--- src/rtl/mono_gain_box_downscale_assert.svh ---
// ----------------------------------------------------------------------------
// Assertion macros for the gain, offset and box downscale block
// Each macro expects clk_i and rst_ni in the scope where it is used.
// ----------------------------------------------------------------------------
`ifndef MONO_GAIN_BOX_DOWNSCALE_ASSERT_SVH
`define MONO_GAIN_BOX_DOWNSCALE_ASSERT_SVH

// Consequent must hold in the same cycle as the antecedent.
`define MGBD_ASSERT_NOW(lbl, ante, cons, msg) \
  lbl: assert property (@(posedge clk_i) disable iff (!rst_ni) (ante) |-> (cons)) \
    else $error(msg);

// Consequent must hold in the cycle after the antecedent.
`define MGBD_ASSERT_NEXT(lbl, ante, cons, msg) \
  lbl: assert property (@(posedge clk_i) disable iff (!rst_ni) (ante) |=> (cons)) \
    else $error(msg);

`endif

--- src/rtl/mgbd_pkg.sv ---
// ----------------------------------------------------------------------------
// mgbd_pkg
// Shared widths, constants, register codes and stage types of the block.
// ----------------------------------------------------------------------------
`timescale 1ns / 1ps
`default_nettype none

package mgbd_pkg;

  // Field and register widths.
  localparam int unsigned PIX_W      = 16;
  localparam int unsigned GAIN_W     = 24;
  localparam int unsigned BRIGHT_W   = 17;
  localparam int unsigned DIM_W      = 13;
  localparam int unsigned COORD_W    = 12;
  localparam int unsigned CFG_IDX_W  = 3;
  localparam int unsigned CFG_DATA_W = 24;
  localparam int unsigned SUM_W      = 40;
  localparam int unsigned MAP_W      = 42;
  localparam int unsigned LEVEL_W    = 8;
  localparam int unsigned ARGB_W     = 32;

  // Fixed point layout: products carry 16 fraction bits, brightness 8.
  localparam int unsigned FRAC_BITS    = 16;
  localparam int unsigned BRIGHT_SHIFT = 8;

  localparam logic [SUM_W-1:0]   SUM_MAX    = 40'h7f_ffff_ffff;
  localparam logic [LEVEL_W-1:0] LEVEL_MAX  = 8'd255;
  localparam logic [ARGB_W-1:0]  ALPHA_WORD = 32'hff00_0000;
  localparam logic [DIM_W-1:0]   ROW_LIMIT  = 13'd4096;

  // Register reset values.
  localparam logic [GAIN_W-1:0]   GAIN_RST   = 24'd65536;
  localparam logic [BRIGHT_W-1:0] BRIGHT_RST = '0;
  localparam logic [1:0]          SHIFT_RST  = 2'd0;
  localparam logic [DIM_W-1:0]    WIDTH_RST  = 13'd4096;
  localparam logic [DIM_W-1:0]    HEIGHT_RST = 13'd4096;

  // Configuration register indexes.
  typedef enum logic [CFG_IDX_W-1:0] {
    REG_GAIN,
    REG_BRIGHTNESS,
    REG_SCALE_SHIFT,
    REG_IMAGE_WIDTH,
    REG_IMAGE_HEIGHT
  } cfg_reg_e;

  // Per-pixel control that travels from the position tracker to the accumulator.
  typedef struct packed {
    logic               first;
    logic               emit;
    logic [1:0]         shift;
    logic [COORD_W-1:0] out_column;
    logic [COORD_W-1:0] out_row;
  } pos_info_t;

endpackage

`default_nettype wire

--- src/rtl/mgbd_pos.sv ---
// ----------------------------------------------------------------------------
// mgbd_pos
// Raster position tracker: column and row counters, block corner detection
// and output coordinates with the vertical flip.
// ----------------------------------------------------------------------------
`timescale 1ns / 1ps
`default_nettype none

module mgbd_pos #(
  parameter int unsigned MAX_WIDTH = 4096
) (
  input  logic                           clk_i,
  input  logic                           rst_ni,
  input  logic                           take_i,
  input  logic                           frame_start_i,
  input  logic [1:0]                     shift_i,
  input  logic [mgbd_pkg::DIM_W-1:0]     image_width_i,
  input  logic [mgbd_pkg::DIM_W-1:0]     image_height_i,
  output logic [$clog2(MAX_WIDTH)-1:0]   idx_o,
  output mgbd_pkg::pos_info_t            info_o
);
  import mgbd_pkg::*;

  localparam int unsigned AW = $clog2(MAX_WIDTH);
  localparam int unsigned WW = (AW + 1 > DIM_W) ? AW + 1 : DIM_W;

  logic [AW-1:0]      col_q, col_d;
  logic [COORD_W-1:0] row_q, row_d;

  logic [WW-1:0]      w_eff;
  logic [DIM_W-1:0]   h_eff;
  logic [AW-1:0]      c0, col;
  logic [COORD_W-1:0] r0, row;
  logic [DIM_W-1:0]   r1, nrow;
  logic               wrap_in;
  logic [2:0]         mask;
  logic [WW-1:0]      wout, ox;
  logic [DIM_W-1:0]   hout;
  logic [COORD_W-1:0] oy;
  logic [AW:0]        ncol;

  always_comb begin
    // Clamp the geometry into its usable range.
    if (image_width_i == '0) begin
      w_eff = WW'(1);
    end else if (WW'(image_width_i) > WW'(MAX_WIDTH)) begin
      w_eff = WW'(MAX_WIDTH);
    end else begin
      w_eff = WW'(image_width_i);
    end
    if (image_height_i == '0) begin
      h_eff = DIM_W'(1);
    end else if (image_height_i > ROW_LIMIT) begin
      h_eff = ROW_LIMIT;
    end else begin
      h_eff = image_height_i;
    end

    // Position of this pixel; counters past a narrowed width wrap here.
    c0      = frame_start_i ? '0 : col_q;
    r0      = frame_start_i ? '0 : row_q;
    wrap_in = (WW'(c0) >= w_eff);
    col     = wrap_in ? '0 : c0;
    r1      = wrap_in ? ({1'b0, r0} + DIM_W'(1)) : {1'b0, r0};
    row     = (r1 >= h_eff) ? '0 : r1[COORD_W-1:0];

    // Block corners and output coordinates.
    mask = 3'((4'd1 << shift_i) - 4'd1);
    wout = w_eff >> shift_i;
    hout = h_eff >> shift_i;
    ox   = WW'(col) >> shift_i;
    oy   = row >> shift_i;

    info_o.first      = ((col[2:0] & mask) == 3'd0) && ((row[2:0] & mask) == 3'd0);
    info_o.emit       = ((col[2:0] & mask) == mask) && ((row[2:0] & mask) == mask) &&
                        (ox < wout) && (DIM_W'(oy) < hout);
    info_o.shift      = shift_i;
    info_o.out_column = ox[COORD_W-1:0];
    info_o.out_row    = COORD_W'(hout - DIM_W'(oy) - DIM_W'(1));
    idx_o             = ox[AW-1:0];

    // Advance to the next raster position.
    ncol = {1'b0, col} + (AW + 1)'(1);
    nrow = {1'b0, row} + DIM_W'(1);
    if (WW'(ncol) >= w_eff) begin
      col_d = '0;
      row_d = (nrow >= h_eff) ? '0 : nrow[COORD_W-1:0];
    end else begin
      col_d = ncol[AW-1:0];
      row_d = row;
    end
  end

  // Counter registers move once per accepted beat.
  always_ff @(posedge clk_i or negedge rst_ni) begin
    if (!rst_ni) begin
      col_q <= '0;
      row_q <= '0;
    end else if (take_i) begin
      col_q <= col_d;
      row_q <= row_d;
    end
  end

endmodule

`default_nettype wire

--- config.mk ---
export PLATFORM = sky130hd
export DESIGN_NAME = mgbd_pos
export DESIGN_NICKNAME = d
export VERILOG_FILES = /design/src/rtl/mono_gain_box_downscale_assert.svh /design/src/rtl/mgbd_pkg.sv /design/src/rtl/mgbd_pos.sv
export SDC_FILE = /design/constraint.sdc
export NUM_CORES = 1
export LEC_CHECK = 0
export BUFFER_PORTS_ARGS = -buffer_cell sky130_fd_sc_hd__buf_2
export CORE_MARGIN = 2
export CORE_UTILIZATION = 40
export CTS_BUF_LIST = sky130_fd_sc_hd__clkbuf_4 sky130_fd_sc_hd__clkbuf_8
export CTS_CLUSTER_DIAMETER = 80
export CTS_CLUSTER_SIZE = 10
export DETAILED_ROUTE_END_ITERATION = 16
export GPL_TIMING_DRIVEN = 0
export SLEW_MARGIN = 0
export SYNTH_ARGS = -nofsm -noshare
export SYNTH_HDL_FRONTEND = slang
export SYNTH_SLANG_ARGS = --single-unit
--- constraint.sdc ---
create_clock -name clk_i -period 15.8 [get_ports clk_i]
set_clock_uncertainty 0.05 [all_clocks]
set_input_delay 0.79 -clock clk_i [delete_from_list [all_inputs] [get_ports clk_i]]
set_output_delay 0.79 -clock clk_i [all_outputs]
set_load 0.01 [all_outputs]
==> results of run 1 <==
placed cells by master, fill, tap and decap left out, types with 10 or more instances in the layout:
| master | synthesis | routed |
|---|---|---|
| ha_1 | 86 | 86 |
| nand2_1 | 76 | 76 |
| nor2_1 | 75 | 75 |
| buf_2 | 1 | 71 |
| a21oi_1 | 49 | 49 |
| inv_1 | 47 | 47 |
| o21ai_0 | 41 | 41 |
| clkbuf_1 | 31 | 31 |
| xnor2_1 | 30 | 30 |
| mux2i_1 | 27 | 27 |
| nand3_1 | 24 | 24 |
| dfrtp_1 | 24 | 24 |
| nor3_1 | 19 | 19 |
| nor2b_1 | 17 | 17 |
| a211oi_1 | 16 | 16 |
| o21a_1 | 14 | 14 |
| buf_4 | 14 | 14 |
| nor4_1 | 13 | 13 |
| buf_1 | 12 | 12 |
| and2_1 | 12 | 12 |
| nand4_1 | 12 | 12 |
| a21o_1 | 12 | 12 |
| a31oi_1 | 11 | 11 |
| nand2b_1 | 10 | 10 |
path summary, 6_finish.rpt:
kind / startpoint / end / slack [ns]
worst min register to register: row_q[11] / row_q[11] / 0.51
worst max register to register: col_q[8] / row_q[8] / 7.75
max in group asynchronous: rst_ni / row_q[10] / 14.86
worst max-delay path: frame_start_i / info_o[10] / 5.46
min in group clk_i: row_q[11] / row_q[11] / 0.51
worst min-delay path: rst_ni / col_q[1] / 0.45
state kept, by name, summed over array words and instances (netlist names):
name and count:
col_q 12, row_q 12
metrics by stage:
step	util	instances	total power [mW]	cell area (sq um)	hold WS [ns]
global placement	0.4510	1037	0.3058	6285	0.4995
global route	0.4540	1040	0.3806	6326	0.4877
finish	0.4540	1040	0.3460	6326	0.4452
detailed placement	0.4510	1037	0.3066	6285	0.4887
CTS	0.4540	1040	0.3465	6326	0.4592
floorplan	-	787	0.2407	5709	0.4444
synth_stat cells, drive strengths merged (3+ instances only):
cell type	instances
a2111oi	3
a211o	4
a211oi	17
a21boi	3
a21o	12
a21oi	51
a22oi	5
a31oi	11
and2	12
and3	8
buf	28
clkbuf	31
dfrtp	24
ha	86
inv	48
mux2	8
mux2i	27
mux4	7
nand2	78
nand2b	10
nand3	24
nand4	12
nor2	75
nor2b	17
nor3	19
nor4	13
o211ai	8
o21a	14
o21ai	46
o21bai	5
o22ai	5
or2	6
or3	3
or4	3
xnor2	31
xor2	8
power by group through the flow:
stage                     Clock (mW)  Sequential, mW  Combinational, mW
after floorplan                    0          0.0742              0.166
final                         0.0382          0.0757              0.232
after detailed placement           0          0.0766              0.230
after global placement             0          0.0766              0.229
after CTS                     0.0398          0.0754              0.231
after global routing          0.0421          0.0769              0.262
final cells by class:
class / instances / share of cell area
Buffer: 59 / 0.04470
Sequential cell: 24 / 0.09494
Timing Repair Buffer: 70 / 0.05538
Tap cell: 180 / 0.03560
Clock buffer: 3 / 0.006527
Multi-Input combinational cell: 656 / 0.7344
Inverter: 48 / 0.02848
logic make-up (layout without fill, tap and decap cells):
| logic type | count (synthesis) | count (layout) | share of synthesized area |
|---|---|---|---|
| simple gates | 287 | 287 | 0.2422 |
| fa+ha+maj | 87 | 87 | 0.1920 |
| buf+inv | 107 | 180 | 0.08108 |
| compound gates | 201 | 201 | 0.2277 |
| mux | 42 | 42 | 0.09073 |
| xor+xnor | 39 | 39 | 0.06114 |
| flops | 24 | 24 | 0.1052 |
routing by layer:
metal  global-route usage  up-vias
met4              0.06037        0
met2               0.3777      206
met1               0.3447     2712
met3              0.02168       27
li1                     -     2972
met5                    0        -
==> results.md, run 1 <==
- Synth unique cells: 63
- Worst hold path type: primary input to asynchronous set/reset pin
- Crit path arrival time: ~9.5 ns
- Pwr dens: ~55 nW/um^2
- Depth of the CTS H-tree: 1
- # IOs: 72
- Worst setup margin: approximately 5.5 ns
- Fmax: about 97 MHz
- Outcome: finished clean
- Max-slew headroom: 0.3949
- Cts bufs inserted: 3
- Multi-input gate area: ~4600 sq um
- Final Hold Vio Count: 0
- Post-CTS Setup Inserts: 0
- WL/cell: 17.46 um
- Setup TNS: 0 ns
- # DRC: 0
- Max-cap violation count: 0
- ANT cells: 0
- Final setup fails: 0
- Tot GR Track Use: 0.2378
- Post-cts hold buffer count: 0
- Post-Syn Area: between 5000 and 6000 sq um
- Vias/cell: between 5 and 6
- Leak: 2.871 nW
- Routed length on met1: 8879 um
- CP most frequent cell: a21oi_1
- Crit path max-delay cell type: buf_1
- Post-cts resize count: 0
- Register Area: 600.6 sq um
- Drt total wl: 18160 um
- Ys flop type: dfrtp_1
- Highest routed layer: met4
- Metal3 WL: roughly 1000 um
- Post-synth ARST share: 1.000
- Psw: between 0.15 and 0.2 mW
- Worst slew pin tran: approximately 0.90 ns
- Syn-to-layout area delta: 10.80%
- Gr ovfl total: 0
- VDD IR max: between 0.02 and 0.03 mV
- Placement Setup Slack: between 5 and 6 ns
- Remaining antenna violation count: 0
- Cells after synthesis: ~800
- CP bufs+invs: 10
- Synthesis Warnings: 0
- Die W: 123.5 um
- R2r worst-path depth: 33
- EDFF count, synth: 0
- RSZ-0062 raised after global routing: no
- Worst endpoint required time: around 15 ns
- Post-synth top area share: 0.1885
- Worst path depth: 38
- Number of global-route vias before repair: around 5300
- Slowest stage delay, CP: 0.54 ns
- Row Count: between 40 and 50
- Max FO, Critical Path: 10
- Net Sw Frac: 0.4775
- Initial Utilization: 0.4097
- Avg Cell Area, Syn: between 7 and 8 sq um
- Clock transition at path regs: 0.09 ns
- CTS tree: built
- GP Congestion: roughly 0.89
- Register share of total power: 0.219
- Largest cells by area after synthesis: ha_1 (19%), dfrtp_1 (11%), nand2_1 (5.0%)
- Via total after detailed routing: around 6000
- Final HPWL DP: 15010 um
- Crit path max-delay family: buffers and inverters
- FILL cells: between 1000 and 1500
- Initial antenna violation count: 0
- Die area: 15240 sq um
- Max-slew violations: 0
- CP Launch Type: primary input
- Die Y: approximately 120 um
- CTS Buffer Depth: 2
- Input/output buffers: 70
- Clock power share: 0.110
- Period minus WS final: around 10 ns
- Initial DRC count: 473
- Core area: ~14000 sq um
- Root Buffer: clkbuf_8
- Clk sinks: 24
- Clk_lat worst skew: approximately 0.29 ns
- Met2 wire length: around 8000 um
- Largest net degree at the start of global routing: 25
- Sequential fraction of the synthesis area: 0.1052
- First-pass GRT wire length: between 20000 and 30000 um
- Syn nets: roughly 910
- #FFs+latches synth: 24
- Final Cycle Share: 0.6547
- Int Pwr: around 0.18 mW
- First-pass DRT Iterations: 6
- Worst setup EP type: primary output
- Gate power share: 0.671
- CP Class: primary input to primary output
- Layout cell share with drive strength beyond 1: 0.1407
- Leading area contributor after synthesis: ha_1
- NumNets Final: approximately 980
Power figures use the tool's default switching activity.
==> run 2: changes to the inputs <==
--- a/config.mk
+++ b/config.mk
@@ -5,6 +5,7 @@
 export SDC_FILE = /design/constraint.sdc
 export NUM_CORES = 1
 export LEC_CHECK = 0
+export ABC_AREA = 1
 export BUFFER_PORTS_ARGS = -buffer_cell sky130_fd_sc_hd__buf_2
 export CORE_MARGIN = 2
 export CORE_UTILIZATION = 40
==> constraint.sdc (replaced) <==
create_clock -name clk_i -period 10.4 [get_ports clk_i]
set_clock_uncertainty 0.05 [all_clocks]
set_input_delay 0.52 -clock clk_i [delete_from_list [all_inputs] [get_ports clk_i]]
set_output_delay 0.52 -clock clk_i [all_outputs]
set_load 0.01 [all_outputs]
==> run 2 against run 1 <==
  * Clock-buffer cell count is the same
  * Clock power up 120%
  * Total power grew 51%
  * Combinational power rose by 41%
  * Sequential cell count unchanged
  * Worst hold slack got worse by 0.26 ns
  * Wire length is 0.74% higher
  * Sequential share of layout area fell by 0.42 points
  * Critical endpoint unchanged
==> results.md, run 2 <==
- Initial DRC count: 511
- Max-slew headroom: 0.5405
- Crit path max-delay family: simple AND/OR/NAND/NOR gates
- Sequential fraction of the synthesis area: 0.1005
- ANT cells: 0
- Clk sinks: 24
- Post-cts hold buffer count: 0
- Syn nets: about 1100
- Die W: 126.2 um
- Final setup fails: 0
- Core area: roughly 15000 sq um
- Ys flop type: dfrtp_1
- Input/output buffers: 69
- #FFs+latches synth: 24
- VDD IR max: around 0.050 mV
- Initial antenna violation count: 0
- Root Buffer: clkbuf_8
- Drt total wl: between 15000 and 20000 um
- CP Class: primary input to primary output
- Max-cap violation count: 0
- First-pass GRT wire length: between 30000 and 40000 um
- CP Launch Type: primary input
- Die Y: 126.2 um
- Synthesis Warnings: 0
- EDFF count, synth: 0
- NumNets Final: around 1200
- # IOs: 72
- Post-cts resize count: 0
- Syn-to-layout area delta: 10.83%
- Largest regs: col_q: 12 flops, row_q: 12 flops
- Via total after detailed routing: 6571
- CP most frequent cell: nand2_1
- Remaining antenna violation count: 0
- Worst slew pin tran: 0.6797 ns
- Count leader, synth: nand2_1
- Post-CTS Setup Inserts: 0
- GP Congestion: 0.9573
- CTS tree: built
- Die area: 15930 sq um
- Vias/cell: about 5.2
- Final Hold Vio Count: 0
- Initial Utilization: 0.4094
- Largest net degree at the start of global routing: 25
- Post-synth ARST share: 1.000
- Row Count: 44
- Min Hold Slack: ~0.18 ns
- Tot GR Track Use: 0.2287
- Clk_lat worst skew: 0.27 ns
- Setup TNS: 0 ns
- Cts bufs inserted: 3
- FILL cells: between 1500 and 2000
- Depth of the CTS H-tree: 1
- Outcome: finished clean
- Fin util: 0.4538
- Max-slew violations: 0
- Crit path max-delay cell type: nor4b_1
- Clock transition at path regs: ~0.090 ns
- RSZ-0062 raised after global routing: no
- # DRC: 0
- Leak: 3.657 nW
- Cells after synthesis: 1018
- Crit path arrival time: about 7.4 ns
- Slowest stage delay, CP: approximately 0.59 ns
- Commonest cells after routing, fill and taps aside: nand2_1 (269), inv_1 (147), nor2_1 (88)
- First-pass DRT Iterations: 5
- Fmax: 125.6 MHz
- Worst endpoint required time: 9.83 ns
- Final Cycle Share: 0.7658
- Gr ovfl total: 0
- Post-synth top area share: 0.1801
- Number of global-route vias before repair: ~6000
- Max FO, Critical Path: 10
- Largest cells by area after synthesis: ha_1 (18%), nand2_1 (17%), dfrtp_1 (10%)
- Post-Syn Area: 5973 sq um
- Pwr dens: ~79 nW/um^2
- Worst hold path type: primary input to asynchronous set/reset pin
- Leading area contributor after synthesis: ha_1
- Synth unique cells: 47
- Final HPWL DP: 15740 um
- Layout cell share with drive strength beyond 1: 0.1347
- Period minus WS final: around 8 ns
- WL/cell: about 14 um
- CTS Buffer Depth: 2
- CP bufs+invs: 8
- Worst setup EP type: primary output
- Synth top cells by count: nand2_1 (269), inv_1 (147), nor2_1 (88), ha_1 (86), o21ai_0 (78)
- Avg Cell Area, Syn: a little under 6 sq um
- Most common cell after layout, fill and taps aside: nand2_1
==> run 2: changes by cell type in the layout (fill, tap and decap cells not counted), moves of 14 or more <==
cell / change
o21a_1: -14
inv_2: +14
nand3_1: +42
inv_1: +100
o21ai_0: +37
mux2i_1: -26
nand2_1: +193
xnor2_1: -28
nor2b_1: -17
==> run 2: worst register-to-register path: cells and delay by family, from the launching register on <==
kind	cells	cell delay, ns
simple gates	22	4.02
fa+ha+maj	3	0.97
compound gates	6	0.79
flops	1	0.38
buf+inv	3	0.38
==> run 2: routing by layer <==
| layer | wire [um] | vias to the layer above | share of wire | global-route usage |
|---|---|---|---|---|
| met3 | 1014 | 17 | 0.055 | 0.01105 |
| met4 | 201 | 0 | 0.011 | 0.03426 |
| met5 | 0 | - | 0 | 0 |
| li1 | - | 3447 | - | - |
| met1 | 9162 | 2910 | 0.50 | 0.3440 |
| met2 | 7917 | 197 | 0.43 | 0.3688 |
==> run 2: worst paths after layout <==
path | from | endpoint | slack (ns) | cells after the start
setup / recovery | frame_start_i | info_o[10] | 2.44 | 39
hold / removal | rst_ni | row_q[5] | 0.18 | 1
setup reg to reg | col_q[9] | row_q[2] | 3.72 | 34
hold reg to reg | col_q[0] | col_q[0] | 0.46 | 2
max in group asynchronous | rst_ni | col_q[0] | 9.73 | 1
min in group clk_i | col_q[0] | col_q[0] | 0.46 | 2
==> run 2: power breakdown <==
group	total [mW]	switching (mW)	internal, mW
combinational	0.328	0.210	0.119
clock	0.0855	0.0340	0.0516
sequential	0.107	0.00665	0.100
==> run 2: kinds of logic (layout without fill, tap and decap cells) <==
| family | after synthesis | count (layout) | synth area share |
|---|---|---|---|
| muxes | 1 | 1 | 0.001676 |
| DFF | 24 | 24 | 0.1005 |
| and+or+nand+nor | 502 | 502 | 0.3768 |
| xor gates and xnor gates | 22 | 22 | 0.03226 |
| buffers and inverters | 205 | 278 | 0.1422 |
| adders and majority gates | 87 | 87 | 0.1835 |
| AOI/OAI and AO/OA | 177 | 177 | 0.1630 |
==> run 2: layout make-up <==
type / count / area (sq um) / share of cell area
clock buffer: 3 / 41.29 / 0.006237
timing repair buffer: 69 / 345.3 / 0.05216
clock inverter: 1 / 30.03 / 0.004536
tap: 184 / 230.2 / 0.03478
multi-input combinational: 789 / 4523 / 0.6832
inverter: 163 / 614.3 / 0.09280
sequential: 24 / 600.6 / 0.09072
buffer: 42 / 235.2 / 0.03553
==> run 2: per-stage QoR <==
stage	setup WS, ns	instances	total power, mW	instance area [sq um]
6_report	2.436	1275	0.5209	6620
3_3_place_gp	2.431	1271	0.4348	6549
4_1_cts	2.455	1275	0.5221	6620
2_1_floorplan	4.005	1018	0.3387	5973
5_1_grt	1.692	1275	0.5733	6620
3_5_place_dp	2.481	1271	0.4353	6549
